### config.mk
export PLATFORM = sky130hd
export DESIGN_NAME = shake_gesture_detector
export DESIGN_NICKNAME = d
export VERILOG_FILES = /design/src/rtl/core/sgd_pkg.sv /design/src/rtl/core/shake_gesture_detector.sv /design/src/rtl/core/sgd_axis_lane.sv /design/src/rtl/core/sgd_merge.sv /design/src/rtl/core/sgd_track.sv
export SDC_FILE = /design/constraint.sdc
export NUM_CORES = 1
export LEC_CHECK = 0
export ABC_AREA = 1
export BUFFER_PORTS_ARGS = -buffer_cell sky130_fd_sc_hd__buf_2
export CAP_MARGIN = 40
export CORE_MARGIN = 4
export CORE_UTILIZATION = 37
export DETAILED_ROUTE_END_ITERATION = 12
export MAX_ROUTING_LAYER = met4
export SLEW_MARGIN = 20
export SYNTH_ARGS = -nofsm -noshare
export SYNTH_HDL_FRONTEND = slang
export SYNTH_HIERARCHICAL = 1
export SYNTH_SLANG_ARGS = --single-unit
### constraint.sdc
create_clock -name clk -period 7.1 [get_ports clk]
set_input_delay 1.42 -clock clk [delete_from_list [all_inputs] [get_ports clk]]
set_output_delay 1.42 -clock clk [all_outputs]
set_load 0.02 [all_outputs]
### src/rtl/core/sgd_pkg.sv
// Shared types, register indexes and reset values for the shake gesture detector.
package sgd_pkg;

  localparam int unsigned AXIS_W = 16;
  localparam int unsigned ABS_W  = 17;
  localparam int unsigned MAG_W  = 17;
  localparam int unsigned TIME_W = 32;
  localparam int unsigned CNT_W  = 8;
  localparam int unsigned CFG_W  = 32;
  localparam int unsigned IDX_W  = 3;

  // Register indexes on the configuration port
  localparam logic [IDX_W-1:0] CFG_HIGH_THRESHOLD      = 3'd0;
  localparam logic [IDX_W-1:0] CFG_LOW_THRESHOLD       = 3'd1;
  localparam logic [IDX_W-1:0] CFG_MAX_CROSSING_GAP_MS = 3'd2;
  localparam logic [IDX_W-1:0] CFG_REQUIRED_CROSSINGS  = 3'd3;
  localparam logic [IDX_W-1:0] CFG_COOLDOWN_MS         = 3'd4;

  localparam logic [MAG_W-1:0]  RST_HIGH_THRESHOLD      = 17'd20000;
  localparam logic [MAG_W-1:0]  RST_LOW_THRESHOLD       = 17'd12000;
  localparam logic [TIME_W-1:0] RST_MAX_CROSSING_GAP_MS = 32'd300;
  localparam logic [CNT_W-1:0]  RST_REQUIRED_CROSSINGS  = 8'd4;
  localparam logic [TIME_W-1:0] RST_COOLDOWN_MS         = 32'd1000;

  typedef struct packed {
    logic [MAG_W-1:0]  high_threshold;
    logic [MAG_W-1:0]  low_threshold;
    logic [TIME_W-1:0] max_crossing_gap_ms;
    logic [CNT_W-1:0]  required_crossings;
    logic [TIME_W-1:0] cooldown_ms;
  } cfg_t;

endpackage

### src/rtl/core/shake_gesture_detector.sv
// Shake gesture detector top level: axis lanes, merge stage, tracking stage and config registers.
//
// Takes one accelerometer sample per transaction and returns exactly one
// result transaction per sample, in order. Three axis lanes take the absolute
// value of X, Y and Z in parallel, a merge stage sums them into the magnitude,
// and the tracking stage applies the cooldown window, hysteresis crossing
// count and shake decision, then holds the result in the output register.
// Samples pass the lane, merge and output registers in turn. Throughput is
// one sample per clock while out_stall is low, set by the state update in
// the tracking stage. Each stage keeps its own valid bit and fills bubbles, so
// samples keep entering while a finished result is stalled, until the pipeline is full.
// Write configuration through cfg_we/cfg_index/cfg_wdata only while the block
// is idle; indexes: 0 high_threshold, 1 low_threshold, 2 max_crossing_gap_ms,
// 3 required_crossings, 4 cooldown_ms; other indexes are ignored. All time
// differences are unsigned and wrap at 32 bits. After reset the last-shake
// time is zero, so samples stamped below cooldown_ms are reported as cooldown.
module shake_gesture_detector (
  input  logic                              clk,
  input  logic                              rst_n,
  // configuration write port
  input  logic                              cfg_we,
  input  logic [sgd_pkg::IDX_W-1:0]         cfg_index,
  input  logic [sgd_pkg::CFG_W-1:0]         cfg_wdata,
  // sample channel
  input  logic                              in_valid,
  output logic                              in_stall,
  input  logic signed [sgd_pkg::AXIS_W-1:0] in_accel_x,
  input  logic signed [sgd_pkg::AXIS_W-1:0] in_accel_y,
  input  logic signed [sgd_pkg::AXIS_W-1:0] in_accel_z,
  input  logic [sgd_pkg::TIME_W-1:0]        in_time_ms,
  // result channel
  output logic                              out_valid,
  input  logic                              out_stall,
  output logic                              out_shake_pulse,
  output logic [sgd_pkg::MAG_W-1:0]         out_magnitude,
  output logic [sgd_pkg::CNT_W-1:0]         out_crossing_total,
  output logic                              out_in_cooldown
);

  sgd_pkg::cfg_t cfg_r;

  logic v1_r;
  logic v2_r;
  logic s1_ready;
  logic s2_ready;
  logic trk_ready;
  logic s1_load;
  logic s2_load;

  logic [sgd_pkg::TIME_W-1:0] time1_r;
  logic [sgd_pkg::TIME_W-1:0] time2_r;
  logic [sgd_pkg::ABS_W-1:0]  abs_x;
  logic [sgd_pkg::ABS_W-1:0]  abs_y;
  logic [sgd_pkg::ABS_W-1:0]  abs_z;
  logic [sgd_pkg::MAG_W-1:0]  mag;

  // Configuration registers; truncate write data to each register's width
  always_ff @(posedge clk) begin
    if (!rst_n) begin
      cfg_r.high_threshold      <= sgd_pkg::RST_HIGH_THRESHOLD;
      cfg_r.low_threshold       <= sgd_pkg::RST_LOW_THRESHOLD;
      cfg_r.max_crossing_gap_ms <= sgd_pkg::RST_MAX_CROSSING_GAP_MS;
      cfg_r.required_crossings  <= sgd_pkg::RST_REQUIRED_CROSSINGS;
      cfg_r.cooldown_ms         <= sgd_pkg::RST_COOLDOWN_MS;
    end else if (cfg_we) begin
      case (cfg_index)
        sgd_pkg::CFG_HIGH_THRESHOLD: begin
          cfg_r.high_threshold <= cfg_wdata[sgd_pkg::MAG_W-1:0];
        end
        sgd_pkg::CFG_LOW_THRESHOLD: begin
          cfg_r.low_threshold <= cfg_wdata[sgd_pkg::MAG_W-1:0];
        end
        sgd_pkg::CFG_MAX_CROSSING_GAP_MS: begin
          cfg_r.max_crossing_gap_ms <= cfg_wdata[sgd_pkg::TIME_W-1:0];
        end
        sgd_pkg::CFG_REQUIRED_CROSSINGS: begin
          cfg_r.required_crossings <= cfg_wdata[sgd_pkg::CNT_W-1:0];
        end
        sgd_pkg::CFG_COOLDOWN_MS: begin
          cfg_r.cooldown_ms <= cfg_wdata[sgd_pkg::TIME_W-1:0];
        end
        default: begin
          // unused index: drop the write
        end
      endcase
    end
  end

  // A stage may load when it is empty or its content moves on this cycle
  assign s2_ready = !v2_r || trk_ready;
  assign s1_ready = !v1_r || s2_ready;
  assign in_stall = !s1_ready;
  assign s1_load  = in_valid && s1_ready;
  assign s2_load  = v1_r && s2_ready;

  always_ff @(posedge clk) begin
    if (!rst_n) begin
      v1_r <= 1'b0;
      v2_r <= 1'b0;
    end else begin
      if (s1_ready) begin
        v1_r <= in_valid;
      end
      if (s2_ready) begin
        v2_r <= v1_r;
      end
    end
  end

  // Carry the timestamp alongside the lane and merge stages
  always_ff @(posedge clk) begin
    if (s1_load) begin
      time1_r <= in_time_ms;
    end
    if (s2_load) begin
      time2_r <= time1_r;
    end
  end

  sgd_axis_lane u_lane_x (.clk(clk), .en(s1_load), .accel(in_accel_x), .abs_r(abs_x));
  sgd_axis_lane u_lane_y (.clk(clk), .en(s1_load), .accel(in_accel_y), .abs_r(abs_y));
  sgd_axis_lane u_lane_z (.clk(clk), .en(s1_load), .accel(in_accel_z), .abs_r(abs_z));

  sgd_merge u_merge (
    .clk   (clk),
    .en    (s2_load),
    .abs_x (abs_x),
    .abs_y (abs_y),
    .abs_z (abs_z),
    .mag_r (mag)
  );

  sgd_track u_track (
    .clk                (clk),
    .rst_n              (rst_n),
    .cfg                (cfg_r),
    .s_valid            (v2_r),
    .s_ready            (trk_ready),
    .s_mag              (mag),
    .s_time             (time2_r),
    .out_valid          (out_valid),
    .out_stall          (out_stall),
    .out_shake_pulse    (out_shake_pulse),
    .out_magnitude      (out_magnitude),
    .out_crossing_total (out_crossing_total),
    .out_in_cooldown    (out_in_cooldown)
  );

endmodule

### src/rtl/core/sgd_axis_lane.sv
// One axis lane: registered absolute value of a signed accelerometer sample.
module sgd_axis_lane (
  input  logic                              clk,
  input  logic                              en,
  input  logic signed [sgd_pkg::AXIS_W-1:0] accel,
  output logic [sgd_pkg::ABS_W-1:0]         abs_r
);

  logic [sgd_pkg::ABS_W-1:0] ext;
  logic [sgd_pkg::ABS_W-1:0] abs_nxt;

  // Sign-extend by one bit so that the most negative code negates cleanly
  assign ext     = {accel[sgd_pkg::AXIS_W-1], accel};
  assign abs_nxt = ext[sgd_pkg::ABS_W-1] ? (~ext + sgd_pkg::ABS_W'(1)) : ext;

  always_ff @(posedge clk) begin
    if (en) begin
      abs_r <= abs_nxt;
    end
  end

endmodule

### src/rtl/core/sgd_merge.sv
// Merge stage: registered sum of the three lane absolute values.
module sgd_merge (
  input  logic                       clk,
  input  logic                       en,
  input  logic [sgd_pkg::ABS_W-1:0]  abs_x,
  input  logic [sgd_pkg::ABS_W-1:0]  abs_y,
  input  logic [sgd_pkg::ABS_W-1:0]  abs_z,
  output logic [sgd_pkg::MAG_W-1:0]  mag_r
);

  logic [sgd_pkg::MAG_W-1:0] mag_nxt;

  // Largest sum is 3 * 32768, which fits the magnitude width
  assign mag_nxt = sgd_pkg::MAG_W'(abs_x) + sgd_pkg::MAG_W'(abs_y) + sgd_pkg::MAG_W'(abs_z);

  always_ff @(posedge clk) begin
    if (en) begin
      mag_r <= mag_nxt;
    end
  end

endmodule

### src/rtl/core/sgd_track.sv
// Tracking stage: cooldown, hysteresis crossing count, shake decision and result register.
module sgd_track (
  input  logic                        clk,
  input  logic                        rst_n,
  input  sgd_pkg::cfg_t               cfg,
  input  logic                        s_valid,
  output logic                        s_ready,
  input  logic [sgd_pkg::MAG_W-1:0]   s_mag,
  input  logic [sgd_pkg::TIME_W-1:0]  s_time,
  output logic                        out_valid,
  input  logic                        out_stall,
  output logic                        out_shake_pulse,
  output logic [sgd_pkg::MAG_W-1:0]   out_magnitude,
  output logic [sgd_pkg::CNT_W-1:0]   out_crossing_total,
  output logic                        out_in_cooldown
);

  logic                        out_valid_r;
  logic                        above_r,       above_nxt;
  logic [sgd_pkg::CNT_W-1:0]   cnt_r,         cnt_nxt;
  logic [sgd_pkg::TIME_W-1:0]  last_cross_r,  last_cross_nxt;
  logic [sgd_pkg::TIME_W-1:0]  last_shake_r,  last_shake_nxt;

  logic                        pulse_r;
  logic [sgd_pkg::MAG_W-1:0]   mag_r;
  logic [sgd_pkg::CNT_W-1:0]   total_r;
  logic                        cool_r;

  logic                        take;
  logic                        cool;
  logic                        stale;
  logic                        up;
  logic                        dn;
  logic [sgd_pkg::CNT_W-1:0]   cnt_base;
  logic [sgd_pkg::CNT_W-1:0]   cnt_inc;
  logic                        hit;

  assign s_ready = !out_valid_r || !out_stall;
  assign take    = s_valid && s_ready;

  always_comb begin
    cool     = (s_time - last_shake_r) < cfg.cooldown_ms;
    stale    = (s_time - last_cross_r) > cfg.max_crossing_gap_ms;
    cnt_base = stale ? '0 : cnt_r;
    up       = !above_r && (s_mag > cfg.high_threshold);
    dn       = above_r && (s_mag < cfg.low_threshold);
    cnt_inc  = cnt_base + sgd_pkg::CNT_W'(up || dn);
    hit      = cnt_inc >= cfg.required_crossings;

    above_nxt      = above_r;
    cnt_nxt        = cnt_r;
    last_cross_nxt = last_cross_r;
    last_shake_nxt = last_shake_r;
    if (!cool) begin
      if (up) begin
        above_nxt = 1'b1;
      end else if (dn) begin
        above_nxt = 1'b0;
      end
      if (up || dn) begin
        last_cross_nxt = s_time;
      end
      if (hit) begin
        cnt_nxt        = '0;
        last_shake_nxt = s_time;
      end else begin
        cnt_nxt = cnt_inc;
      end
    end
  end

  always_ff @(posedge clk) begin
    if (!rst_n) begin
      out_valid_r  <= 1'b0;
      above_r      <= 1'b0;
      cnt_r        <= '0;
      last_cross_r <= '0;
      last_shake_r <= '0;
    end else begin
      if (s_ready) begin
        out_valid_r <= s_valid;
      end
      if (take) begin
        above_r      <= above_nxt;
        cnt_r        <= cnt_nxt;
        last_cross_r <= last_cross_nxt;
        last_shake_r <= last_shake_nxt;
      end
    end
  end

  always_ff @(posedge clk) begin
    if (take) begin
      pulse_r <= !cool && hit;
      mag_r   <= s_mag;
      total_r <= cnt_nxt;
      cool_r  <= cool;
    end
  end

  assign out_valid          = out_valid_r;
  assign out_shake_pulse    = pulse_r;
  assign out_magnitude      = mag_r;
  assign out_crossing_total = total_r;
  assign out_in_cooldown    = cool_r;

endmodule

==> Word level (Yosys, flattened, before mapping) <==
Index checks and enable logic that the tools add are counted.
{ "op_classes": {"add_sub_neg": 8, "n_lt_le_gt_ge": 5, "eq_ne": 4, "n_mux": 8, "bitwise_logic": 4, "n_reduce_logical": 27} }
{ "op_table": {"columns": ["cell", "count"], "rows": [
  ["subtractor 32 bit", 2],
  ["adder 17 x 1 -> 17 bit, second input constant", 3],
  ["inverter 17 bit", 3],
  ["two-way mux 15 bit", 3],
  ["adder 17 bit", 2],
  ["> comparator 32 bit", 1],
  ["less-than comparator 32 bit", 1],
  ["two-way mux 8 bit", 3],
  ["> comparator 17 bit", 1],
  ["less-than comparator 17 bit", 1],
  ["AND reduction 2 bit", 5],
  ["AND reduction 3 bit", 3],
  ["adder 8 x 1 -> 8 bit", 1],
  [">= comparator 8 bit", 1],
  ["zero test 1 bit", 7],
  ["== test 3 x 2 -> 1 bit, second input constant", 2],
  ["logical AND 1 bit", 6],
  ["logical OR 1 bit", 4],
  ["== test 3 x 1 -> 1 bit, second input constant", 1],
  ["== test 3 bit, second input constant", 1],
  ["zero test 3 bit", 1],
  ["two-way mux 1 bit", 2],
  ["nonzero test 2 bit", 1],
  ["inverter 1 bit", 1]
]} }
{ "word_totals": {"regBits": 341, "input_bits": 120, "out_inout_bits": 29, "wordCells": 81} }

==> Logic depth before layout (Yosys ltp) <==
Gate-level depths: netlist of run 1.
{ "depth": {"depth_word": 7, "depth_mapped": 45, "depth_no_buf": 45} }

==> Cells and area by module <==
The synthesis of run 1 kept the hierarchy.
{ "modules_own_cells": {"columns": ["mod", "instances", "cells_each", "area_each_um2", "seq_area_each_um2"], "rows": [
  ["sgd_track", 1, 1368, 9795.6, 2292.2],
  ["shake_gesture_detector", 1, 677, 6185.9, 4083.9],
  ["sgd_axis_lane", 3, 114, 964.7, 510.5],
  ["sgd_merge", 1, 223, 1829.3, 510.5]
]} }

==> Least setup slack after synthesis of run 1 <==
Ideal clock, no wire load.
{ "synth_path": {"kind": "flip-flop to flip-flop", "start": "reg time2_r[0] (netlist bit)", "end": "reg u_track.total_r (netlist bit u_track/out_crossing_total[3]) (data pin)", "setup_ps": 256, "arrival_time_ps": 5243, "t_required_ps": 6844, "slack_ps": 1601, "path_stages_with_launch": 41, "path_buffers": 1, "period_less_slack_ps": 5499, "path_cell_list": "edfxtp_1 inv_1 ha_1 inv_1 fa_1 nand3_1 nand3_1 nand2_1 a21oi_2 nand2_1 nand2_1 nand3_1 nand3_1 nand2_1 nand2_1 nand2_1 o311ai_1 xor2_1 (+5 left out) nand2_2 inv_1 nor2_1 ha_1 nand2_1 inv_1 nand3_2 nor2_1 nand3_1 and2_1 ha_1 nand2_1 nor2_1 nand4_1 nand3_1 a21oi_1 buf_2 a22o_1"} }
{ "synth_via": {"elab_chain_len": 7, "word_cells_on_any_way": 9, "cone_classes": "3 x add/sub; 3 x order compare; 3 x mux"} }
{ "synth_rtl": {"columns": ["item", "line", "text"], "rows": [
  ["from (decl)", "shake_gesture_detector.sv:51", "logic [sgd_pkg::TIME_W-1:0] time2_r;"],
  ["from (signal assigned)", "shake_gesture_detector.sv:116", "time2_r <= time1_r;"],
  ["subtractor 32 bit", "sgd_track.sv:43", "stale = (s_time - last_cross_r) > cfg.max_crossing_gap_ms;"],
  ["> comparator 32 bit", "sgd_track.sv:43", null],
  ["two-way mux 8 bit", "sgd_track.sv:44", "cnt_base = stale ? '0 : cnt_r;"],
  ["adder 8 x 1 -> 8 bit", "sgd_track.sv:47", "cnt_inc = cnt_base + sgd_pkg::CNT_W'(up || dn);"],
  [">= comparator 8 bit", "sgd_track.sv:48", "hit = cnt_inc >= cfg.required_crossings;"],
  ["two-way mux 8 bit", "sgd_track.sv:63", "if (hit) begin"],
  ["two-way mux 8 bit (*)", "sgd_track.sv:54", "if (!cool) begin"],
  ["named net u_track.cnt_nxt (one bit)", "sgd_track.sv:20", "logic [sgd_pkg::CNT_W-1:0] cnt_r, cnt_nxt;"],
  ["to (signal assigned)", "sgd_track.sv:96", "total_r <= cnt_nxt;"],
  ["to (decl)", "sgd_track.sv:26", "logic [sgd_pkg::CNT_W-1:0] total_r;"]
]} }
The timed path passes the listed nets; every way through them passes the cells marked *.
A chain may end at the register's enable or synchronous reset.

==> Worst setup path in the final report of run 1 <==
{ "layout_path": {"start": "reg time2_r[0] (netlist bit)", "end": "reg u_track/cnt_r[1] (netlist bit)"} }
{ "layout_via": {"elab_chain_len": 7, "word_cells_on_any_way": 9, "cone_classes": "3 x add/sub; 3 x order compare; 3 x mux"} }
{ "layout_rtl": {"columns": ["item", "line", "text"], "rows": [
  ["subtractor 32 bit", "sgd_track.sv:43", null],
  ["> comparator 32 bit", "sgd_track.sv:43", null],
  ["two-way mux 8 bit", "sgd_track.sv:44", null],
  ["adder 8 x 1 -> 8 bit", "sgd_track.sv:47", null],
  [">= comparator 8 bit", "sgd_track.sv:48", null],
  ["two-way mux 8 bit", "sgd_track.sv:63", null],
  ["two-way mux 8 bit (*)", "sgd_track.sv:54", null],
  ["named net u_track.cnt_nxt (one bit)", "sgd_track.sv:20", null],
  ["to (signal assigned)", "sgd_track.sv:85", "cnt_r <= cnt_nxt;"],
  ["to (decl)", "sgd_track.sv:20", null]
]} }
Marked as above.

==> summary.txt, run 1 <==
Status
  • Status: completed

Routing
  • Drt drc: 0
  • Final WL: 55.1 mm
  • Vias/cell: roughly 5
  • Vias: ~17k
  • DRT antenna net count: 0
  • Drt pass-1 iters: 5
  • DRT iter0 DRCs: roughly 1.0k
  • WL/cell: 15.6 µm

Worst setup path
  • RR Endpoint: u_track/cnt_r[1]$_SDFFE_PN0P_
  • Critical Path Start Type: flip-flop
  • Arrival time at the worst endpoint: 6.93 ns
  • Max incr delay on CP: roughly 0.40 ns
  • Critical path endpoint category: flip-flop
  • Crit path buf inv count: 5
  • Crit path from: time2_r[0]$_DFFE_PP_
  • Crit path kind: reg2reg
  • Cell depth of the worst setup path: 42
  • Reg-to-reg startpoint: time2_r[0]$_DFFE_PP_
  • Critical path data required time: about 7.6 ns
  • Most used cell, CP: nand2_1
  • CP max-delay cell: edfxtp_1
  • Crit path max-delay family: simple AND/OR/NAND/NOR gates
  • Internal reg-to-reg setup slack: 0.65 ns
  • CP Max Fanout: 12
  • Worst r2r path cells: 42

Job
  • Max-cap viol count: 0

Synthesis
  • Synth area leaders: edfxtp_1 23%, dfxtp_1 18%, ha_1 11%
  • Count leader, synth: nand2_1
  • Synthesized net count: between 2k and 3k
  • Number of synthesized register bits: 341
  • Syn Inst Count: 2610
  • EDFF count, synth: 159
  • Post-synth top area cell: edfxtp_1
  • Yosys top cell area share: a little under a quarter
  • Post-synth top cells: 520 x nand2_1, 387 x inv_1, 320 x nor2_1, 196 x nand3_1, 186 x ha_1
  • Post-Syn Area per Cell: around 8 µm²
  • Unique cell type count in the Yosys netlist: between 50 and 60
  • Asr flop ratio synth: 0%
  • Yosys warning total: 6
  • Syn Std Cell Area: roughly 21000 µm²
  • Top FF cell, synth: dfxtp_1
  • Register area share after synthesis: 40.7%

Cells and area
  • N_diodes: 0
  • Synth-to-Final Area Change: 14.2%
  • FILL cells: about 5.5k
  • Layout cells sized above 1: 11.6%
  • Nets: ~3.1k
  • Finished layout cell area: 23600 µm²

Placement
  • Cell area after placement: 22200 µm²
  • GPL Wtd Cong: 0.931
  • Hpwl dp: 42.0 mm
  • Pre-CTS WS: roughly 0.52 ns
  • Port buffer count: 148

Worst hold path
  • Hold depth: 0
  • Worst min-delay path category: reg2reg
  • Hold Path Origin: time1_r[28]$_DFFE_PP_
  • Hold Path Sink: time2_r[28]$_DFFE_PP_

Clocking
  • CTS HTree Levels: 2
  • Clock transition at the registers of the reported paths: 0.06 ns
  • CTS Root Cell: clkbuf_16
  • Clock Sinks: about 340
  • Num CTS Buffers: 41
  • Hold Buf Count CTS: 0
  • CTS tree: built
  • Longest Clk Path Bufs: 3
  • Worst skew pair latency: between 0.5 and 0.6 ns

Global route
  • Busiest layer in global routing: met2
  • GRT overflow: 0
  • Met1 Use GR: about a quarter
  • Overall global routing resource usage: approximately a fifth
  • Met3 Use GR: around 2.9%
  • First-pass GRT wire length: just under 90 mm
  • M2 GR Usage: a little under a third
  • Antenna violations before repair: 0
  • Pin count of the biggest net entering global routing: 76
  • Vias in the first global route: about 17k

Floorplan
  • Die ar.: approximately 60000 µm²
  • Die Y: around 240 µm
  • Starting Density: roughly 38%
  • Core ar.: 55200 µm²
  • Row count: 86
  • Die Wd: between 200 and 250 µm
  • IO Pins: around 150

Timing
  • Worst-margin pin slew: ~0.8 ns
  • Max transition margin: between 40 and 50%
  • Count of pins over their slew limit: 0
  • Final period utilization: between 90 and 100%
  • Period minus WS final: 6.45 ns
  • Min setup slack post-route: 0.652 ns
  • Fmax: 155 MHz
  • RSZ-0062 raised after global routing: false
  • Final setup vio count: 0
  • Clock Skews: roughly 0.022 ns
  • TNS Setup: 0 ns
  • Fin. Hold Viols: 0

Power
  • P per Cell Area: roughly 240 nW/µm²
  • Worst vdd ir: 0.000158 V
  • Static leakage: 0.0105 µW
-- state kept, by name (all words and copies together) (netlist names), 8 cells and up --
register                    cells
u_track/cnt_r                   8
u_lane_x/abs_r                 17
u_track/last_shake_r           32
u_lane_y/abs_r                 17
u_track/last_cross_r           32
u_track/out_magnitude          17
time1_r                        32
u_lane_z/abs_r                 17
u_merge/mag_r                  17
u_track/out_crossing_total      8
cfg_r                         106
time2_r                        32
-- worst register-to-register path, delay by kind of cell, from the launching register on --
| kind | cells | cell delay (ns) |
|---|---|---|
| adder cells (fa/ha/maj) | 5 | 1.39 |
| XOR/XNOR | 1 | 0.17 |
| AO/OA/AOI/OAI | 7 | 0.90 |
| buffers and inverters | 5 | 0.57 |
| AND/OR/NAND/NOR | 24 | 2.92 |
| flip-flops | 1 | 0.40 |
-- layer usage --
metal | up-vias | wire (µm)
met2 | 406 | 25900
li1 | 8766 | -
met4 | 0 | 1620
met5 | - | 0
met1 | 7909 | 24700
met3 | 88 | 2780
-- layout make-up --
type                            count  area [µm²]  area share [%]
Multi-Input combinational cell   1809       10400            44.2
Clock inverter                     21         267            1.13
Tap cell                          748         936            3.96
Inverter                          397        1500            6.33
Clock buffer                       54        1180            4.98
Sequential cell                   341        8420            35.6
Timing Repair Buffer              162         901            3.81
-- cells in the final DEF (no fill, tap or decap), types with 40 or more instances in the layout --
cell       instances
dfxtp_1          182
xor2_1            62
buf_2            147
nor2_2            40
nand3_1          195
inv_1            386
a21oi_1          170
ha_1             186
nor2_1           317
o21ai_0           86
clkbuf_16         43
edfxtp_1         159
nand2_1          520
-- what timing repair did --
item | 4_1_cts | 5_1_grt
setup endpoints to repair | 0 | 38
gates resized for setup | 0 | 3
endpoints found under the hold margin | 0 | 0
setup buffers | 0 | 0
-- power breakdown --
group	leakage (µW)	switching, µW	internal [µW]	total, µW
Sequential	0.00301	73.6	2190	2260
Clock	0.000706	862	1360	2220
Combinational	0.00677	710	409	1120
-- cells by family (layout without fill, tap and decap cells) --
kind of cell    count (synthesis)  after routing  synth area share (%)
xor+xnor                       89             89                  3.76
buf+inv                       460            634                  9.05
other cells                     3              3                0.0544
compound gates                352            352                  9.37
simple gates                 1160           1160                  24.0
fa+ha+maj                     205            205                  13.1
flops                         341            341                  40.7
-- worst max path at each step --
stage / to
global route: u_track/cnt_r[1]$_SDFFE_PN0P_
global placement: u_track/cnt_r[1]$_SDFFE_PN0P_
floorplan: u_track/out_crossing_total[3]$_DFFE_PP_
finish: u_track/cnt_r[1]$_SDFFE_PN0P_
CTS: u_track/cnt_r[1]$_SDFFE_PN0P_
detailed placement: u_track/cnt_r[1]$_SDFFE_PN0P_
-- through the flow --
step	hold WS (ns)	std cells	utilization (%)	total power [µW]
5_1_grt	0.423	3532	42.8	5910
6_report	0.412	3532	42.8	5600
3_3_place_gp	0.405	3455	40.1	3390
3_5_place_dp	0.405	3456	40.1	3420
4_1_cts	0.414	3531	42.8	5670
2_1_floorplan	0.400	2610	-	3090
Note: power is estimated with default switching activity, not from simulation.
==> run 2, diff against run 1 <==
--- a/config.mk
+++ b/config.mk
@@ -12,6 +12,7 @@
 export CORE_UTILIZATION = 37
 export DETAILED_ROUTE_END_ITERATION = 12
 export MAX_ROUTING_LAYER = met4
+export PLACE_DENSITY_LB_ADDON = 0.12
 export SLEW_MARGIN = 20
 export SYNTH_ARGS = -nofsm -noshare
 export SYNTH_HDL_FRONTEND = slang
==> run 2 against run 1 <==
Via count fell by 1.0%. Combinational power barely moved. Routed wire length rose by 3.2%. Register-to-register slack got worse by 0.04 ns. Global-route usage rose by 0.73 points. Clock skew rose by 0.00056 ns. Critical path type unchanged. Critical endpoint is now u_track/last_shake_r[17]$_SDFFE_PN0P_.
==> summary.txt, run 2 (synthesis results as in run 1) <==
Power
  • Switching share of power: 30.2% (+0.79 points)
  • P_sw: 1660 µW (+0.70%)
  • Clock Power Share: 38.0% (-1.6 points)
  • Int Pwr: 3830 µW (-3.0%)
  • Power consumption: 5490 µW (-1.9%)
  • Static leakage: 0.0104 µW (-0.74%)
  • Worst vdd ir: 0.000151 V (-4.5%)
  • P per Cell Area: 233 nW/µm² (-1.6%)
  • Part of the power in registers: 41.2% (+0.8 points)
  • Comb pwr share: 20.8% (+0.8 points)

Timing
  • Max transition margin: 47.8% (+0.24 points)
  • Fmax: 154 MHz (-0.66%)
  • Fin. Hold Viols: 0 (unchanged)
  • Count of pins over their slew limit: 0 (unchanged)
  • Period minus WS final: 6.49 ns (+0.0426 ns)
  • Worst-margin pin slew: 0.783 ns (-0.00367 ns)
  • Final period utilization: 91.4% (+0.60 points)
  • Hold slack: 0.416 ns (+0.00391 ns)
  • Clock Skews: 0.0222 ns (+0.000558 ns)
  • TNS Setup: 0 ns (unchanged)
  • RSZ-0062 raised after global routing: false
  • Final setup vio count: 0 (unchanged)

Clocking
  • Longest Clk Path Bufs: 3 (unchanged)
  • Clock Sinks: 341 (unchanged)
  • CTS Root Cell: clkbuf_16
  • CTS tree: built
  • Clock transition at the registers of the reported paths: 0.06 ns (about the same)
  • Worst skew pair latency: 0.57 ns (about the same)
  • Hold Buf Count CTS: 0 (unchanged)
  • Num CTS Buffers: 40 (-2.4%)
  • CTS HTree Levels: 2 (unchanged)

Worst setup path
  • Most used cell, CP: nand2_1
  • Critical Path Start Type: flip-flop
  • Critical path endpoint category: flip-flop
  • Crit path kind: reg2reg
  • Max incr delay on CP: 0.42 ns (+0.02 ns)
  • Arrival time at the worst endpoint: 6.92 ns (about the same)
  • Critical path data required time: 7.53 ns (-0.06 ns)
  • CP Max Fanout: 44 (+32)
  • CP max-delay cell: edfxtp_1

Floorplan
  • IO Pins: 149 (unchanged)
  • Die Y: 245 µm (unchanged)
  • Starting Density: 37.5% (unchanged)
  • Row count: 86 (unchanged)
  • Die ar.: 59800 µm² (unchanged)
  • Die Wd: 245 µm (unchanged)
  • Core ar.: 55200 µm² (unchanged)

Routing
  • Final WL: 56.8 mm (+3.2%)
  • Vias: 17.0k (-1.0%)
  • Drt pass-1 iters: 7 (+2)
  • DRT iter0 DRCs: 1028 (+2.1%)
  • Drt drc: 0 (unchanged)
  • DRT antenna net count: 0 (unchanged)
  • Vias/cell: 4.81 (-1.0%)
  • WL/cell: 16.1 µm (+3.2%)

Cells and area
  • Most common cell after layout, fill and taps aside: nand2_1
  • FILL cells: 5570 (+1.2%)
  • Storage element area: 8420 µm² (unchanged)
  • N_diodes: 0 (unchanged)
  • Max reg flops: 106 (unchanged)
  • Top reg by flops: cfg_r
  • Nets: 3078 (+0.032%)
  • Multi-input logic area: 10500 µm² (+0.25%)
  • Synth-to-Final Area Change: 13.8%
  • Commonest cells after routing, fill and taps aside: 520 x nand2_1, 386 x inv_1, 316 x nor2_1
  • Layout cells sized above 1: 11.7% (+0.10 points)

Global route
  • First-pass GRT wire length: 90.1 mm (+3.0%)
  • GRT overflow: 0 (unchanged)
  • Antenna violations before repair: 1 (+1)
  • Overall global routing resource usage: 19.4% (+0.73 points)
  • Pin count of the biggest net entering global routing: 64 (-16%)
  • Vias in the first global route: 16.5k (-0.46%)

Status
  • Status: completed

Job
  • Max-cap viol count: 0 (unchanged)

Placement
  • Hpwl dp: 43.3 mm (+3.2%)
  • GPL Wtd Cong: 0.914 (-1.9%)
  • Port buffer count: 148 (unchanged)

Worst hold path
  • Worst min-delay path category: reg2reg
==> run 2: timing repair <==
action	CTS	global route
buffers inserted	0	2
setup endpoints to repair	0	46
gates resized for setup	0	10
==> run 2: stage by stage <==
step           setup WS (ns)  instances  instance area (µm²)  util [%]
4_1_cts                0.361       3530                23500      42.6
5_1_grt              0.00626       3533                23600      42.7
3_3_place_gp           0.563       3455                22100      40.1
3_5_place_dp           0.415       3456                22200      40.1
2_1_floorplan           1.60       2610                20700         -
6_report               0.610       3533                23600      42.7
==> run 2: power groups by stage <==
stage	clock network [µW]	logic, µW	registers (µW)
6_report	2090	1140	2260
5_1_grt	2230	1310	2270
4_1_cts	2160	1140	2260
3_5_place_dp	0	1130	2310
3_3_place_gp	0	1110	2310
2_1_floorplan	0	811	2280
==> run 2: path summary, 6_finish.rpt <==
path	startpoint	endpoint	slack, ns	depth (start not counted)
min	time1_r[12]$_DFFE_PP_	time2_r[12]$_DFFE_PP_	0.42	0
min reg2reg	time1_r[12]$_DFFE_PP_	time2_r[12]$_DFFE_PP_	0.42	0
max reg2reg	time2_r[0]$_DFFE_PP_	u_track/last_shake_r[17]$_SDFFE_PN0P_	0.61	41
max	time2_r[0]$_DFFE_PP_	u_track/last_shake_r[17]$_SDFFE_PN0P_	0.61	41
==> run 2: metal layers <==
| layer | part of all wire [%] | vias up | track usage, % |
|---|---|---|---|
| met2 | 46 | 330 | 31.1 |
| met1 | 48 | 7831 | 26.1 |
| met3 | 4.5 | 69 | 2.95 |
| met4 | 2.1 | 0 | 4.51 |
| li1 | - | 8767 | - |
| met5 | 0 | - | - |
==> run 2: final cells by class <==
| cell class | instances | area share, % |
|---|---|---|
| Multi-Input combinational cell | 1809 | 44.4 |
| Clock inverter | 25 | 1.06 |
| Clock buffer | 49 | 4.57 |
| Timing Repair Buffer | 164 | 3.89 |
| Tap cell | 748 | 3.97 |
| Inverter | 397 | 6.35 |
| Sequential cell | 341 | 35.7 |
==> run 2: worst max-delay path, delay by kind of cell (launching register included) <==
kind,cells,cell delay [ns]
AND/OR/NAND/NOR,26,3.33
adder cells (fa/ha/maj),5,1.40
buffers and inverters,5,0.60
flip-flops,1,0.42
AO/OA/AOI/OAI,4,0.41
XOR/XNOR,1,0.16
==> run 3, diff against run 2 <==
--- a/config.mk
+++ b/config.mk
@@ -8,8 +8,8 @@
 export ABC_AREA = 1
 export BUFFER_PORTS_ARGS = -buffer_cell sky130_fd_sc_hd__buf_2
 export CAP_MARGIN = 40
-export CORE_MARGIN = 4
 export CORE_UTILIZATION = 37
+export CTS_BUF_LIST = sky130_fd_sc_hd__clkbuf_16
 export DETAILED_ROUTE_END_ITERATION = 12
 export MAX_ROUTING_LAYER = met4
 export PLACE_DENSITY_LB_ADDON = 0.12
==> run 3 against run 2 <==
Count of clock-buffer cells in the layout decreased by 6. Highest routed layer unchanged. Sequential power about the same. Cell count increased by 0.17%.
==> summary.txt, run 3 (synthesis results as in run 1) <==
Timing
  • TNS Setup: 0 ns (unchanged)
  • Clock Skews: 0.0268 ns (+0.00463 ns)
  • Fmax: 155 MHz (+0.58%)
  • Count of pins over their slew limit: 0 (unchanged)
  • Max transition margin: 46.6% (-1.1 points)
  • Final period utilization: 90.9% (-0.53 points)
  • Fin. Hold Viols: 0 (unchanged)
  • Worst-margin pin slew: 0.799 ns (+0.0161 ns)
  • Final setup vio count: 0 (unchanged)
  • RSZ-0062 raised after global routing: false
  • Period minus WS final: 6.45 ns (-0.0376 ns)

Global route
  • Busiest layer in global routing: met2
  • First-pass GRT wire length: 90.1 mm (about the same)
  • M2 GR Usage: 33.0% (+1.9 points)
  • GRT overflow: 0 (unchanged)
  • Overall global routing resource usage: 20.8% (+1.4 points)
  • Vias in the first global route: 16.5k (+0.22%)
  • Met3 Use GR: 2.83% (-0.12 points)
  • Met1 Use GR: 27.6% (+1.6 points)
  • Antenna violations before repair: 1 (unchanged)
  • Pin count of the biggest net entering global routing: 69 (+7.8%)

Worst setup path
  • RR Endpoint: u_track/out_crossing_total[6]$_DFFE_PP_
  • Critical path endpoint category: flip-flop
  • Most used cell, CP: nand2_1
  • Arrival time at the worst endpoint: 6.86 ns (-0.06 ns)
  • Worst setup endpoint: u_track/out_crossing_total[6]$_DFFE_PP_
  • Critical path data required time: 7.51 ns (-0.02 ns)
  • Crit path buf inv count: 6 (+1)
  • Critical Path Start Type: flip-flop
  • Crit path max-delay family: simple AND/OR/NAND/NOR gates
  • Worst r2r path cells: 40 (-2.4%)
  • Crit path kind: reg2reg
  • CP Max Fanout: 12 (-73%)
  • CP max-delay cell: edfxtp_1
  • Crit path from: time2_r[0]$_DFFE_PP_
  • Reg-to-reg startpoint: time2_r[0]$_DFFE_PP_
  • Cell depth of the worst setup path: 40 (-2.4%)
  • Max incr delay on CP: 0.41 ns (about the same)
  • Internal reg-to-reg setup slack: 0.65 ns (+0.04 ns)

Routing
  • DRT antenna net count: 0 (unchanged)
  • Drt drc: 0 (unchanged)
  • DRT iter0 DRCs: 1050 (+2.1%)
  • Vias: 17.1k (+0.49%)
  • Drt pass-1 iters: 5 (-2)
  • Vias/cell: 4.83 (+0.32%)
  • Final WL: 56.9 mm (about the same)
  • WL/cell: 16.1 µm (-0.14%)

Clocking
  • Hold Buf Count CTS: 0 (unchanged)
  • CTS tree: built
  • Worst skew pair latency: 0.59 ns (+0.02 ns)
  • Clock Sinks: 341 (unchanged)
  • CTS Root Cell: clkbuf_16
  • Longest Clk Path Bufs: 3 (unchanged)
  • Num CTS Buffers: 42 (+5.0%)
  • CTS HTree Levels: 2 (unchanged)
  • Clock transition at the registers of the reported paths: 0.06 ns (about the same)

Power
  • Switching share of power: 30.9% (+0.69 points)
  • Int Pwr: 3740 µW (-2.4%)
  • Power consumption: 5410 µW (-1.5%)
  • Static leakage: 0.0105 µW (+0.74%)
  • P_sw: 1670 µW (+0.78%)
  • P per Cell Area: 230 nW/µm² (-1.2%)
  • Clock Power Share: 37.1% (-0.9 points)
  • Comb pwr share: 21.1% (+0.3 points)
  • Part of the power in registers: 41.8% (+0.6 points)
  • Worst vdd ir: 0.000164 V (+9.1%)

Cells and area
  • Synth-to-Final Area Change: 13.5%
  • FILL cells: 5637 (+1.2%)
  • Max reg flops: 106 (unchanged)
  • Commonest cells after routing, fill and taps aside: 520 x nand2_1, 399 x inv_1, 318 x nor2_1
  • Top reg by flops: cfg_r
  • Finished layout cell area: 23500 µm² (-0.23%)
  • Layout cells sized above 1: 11.5% (-0.20 points)
  • Most common cell after layout, fill and taps aside: nand2_1
  • Nets: 3082 (+0.13%)
  • N_diodes: 0 (unchanged)

Floorplan
  • Starting Density: 37.5% (unchanged)
  • IO Pins: 149 (unchanged)
  • Die Y: 239 µm (-2.5%)
  • Core ar.: 55200 µm² (unchanged)
  • Row count: 86 (unchanged)
  • Die Wd: 239 µm (-2.5%)
  • Die ar.: 56900 µm² (-4.8%)

Job
  • Max-cap viol count: 0 (unchanged)

Placement
  • Hpwl dp: 43.7 mm (+0.94%)
  • Cell area after placement: 22200 µm² (+0.12%)
  • GPL Wtd Cong: 0.891 (-2.5%)
  • Port buffer count: 148 (unchanged)

Worst hold path
  • Worst min-delay path category: reg2reg

Status
  • Status: completed
[run 3: changes by cell type in the layout (fill, tap and decap cells not counted), sizes merged]
| cell | change |
|---|---|
| buf | +2 |
| clkbuf | -6 |
| clkinv | +2 |
| inv | +18 |
| clkinvlp | -7 |
| bufinv | -3 |
[run 3: cell type report]
class / count / area [µm²] / area share [%]
inverters: 397 / 1500 / 6.37
repair buffers: 166 / 931 / 3.96
clock buffers: 43 / 1080 / 4.58
clock inverters: 35 / 196 / 0.836
flip-flops and latches: 341 / 8420 / 35.8
multi-input cells: 1809 / 10500 / 44.5
well taps: 748 / 936 / 3.98
[run 3: how the worst min path moves through the flow]
stage	from	endpoint	slack, ns	cells after the start
floorplan	time1_r[0]$_DFFE_PP_	time2_r[0]$_DFFE_PP_	0.40	0
global placement	time1_r[17]$_DFFE_PP_	time2_r[17]$_DFFE_PP_	0.40	0
detailed placement	time1_r[29]$_DFFE_PP_	time2_r[29]$_DFFE_PP_	0.41	0
CTS	time1_r[15]$_DFFE_PP_	time2_r[15]$_DFFE_PP_	0.42	0
global route	time1_r[15]$_DFFE_PP_	time2_r[15]$_DFFE_PP_	0.41	0
finish	time1_r[15]$_DFFE_PP_	time2_r[15]$_DFFE_PP_	0.42	0
[run 3: through the flow]
step / hold slack (ns) / worst slack (ns) / cells / util [%]
after floorplan: 0.400 / 1.60 / 2610 / -
after global placement: 0.401 / 0.614 / 3455 / 40.1
after detailed placement: 0.405 / 0.447 / 3457 / 40.2
after CTS: 0.416 / 0.412 / 3535 / 42.5
after global routing: 0.414 / 0.0515 / 3539 / 42.6
final: 0.416 / 0.647 / 3539 / 42.6
[run 3: per-layer routing]
layer  part of all wire, %  vias to the layer above
met1                    48                     7895
met2                    45                      336
li1                      -                     8764
met3                   4.3                       86
met4                   2.5                        0
met5                     0                        -
[run 3: repair_timing]
item                                    CTS  global route
resized for setup                         0             5
endpoints found under the setup margin    0            45
buffers inserted                          0             4
[run 3: power groups by stage]
stage	clock (µW)	sequential (µW)	combinational, µW
4_1_cts	2080	2270	1140
5_1_grt	2150	2270	1310
3_5_place_dp	0	2310	1130
3_3_place_gp	0	2310	1110
2_1_floorplan	0	2280	811
6_report	2010	2260	1140
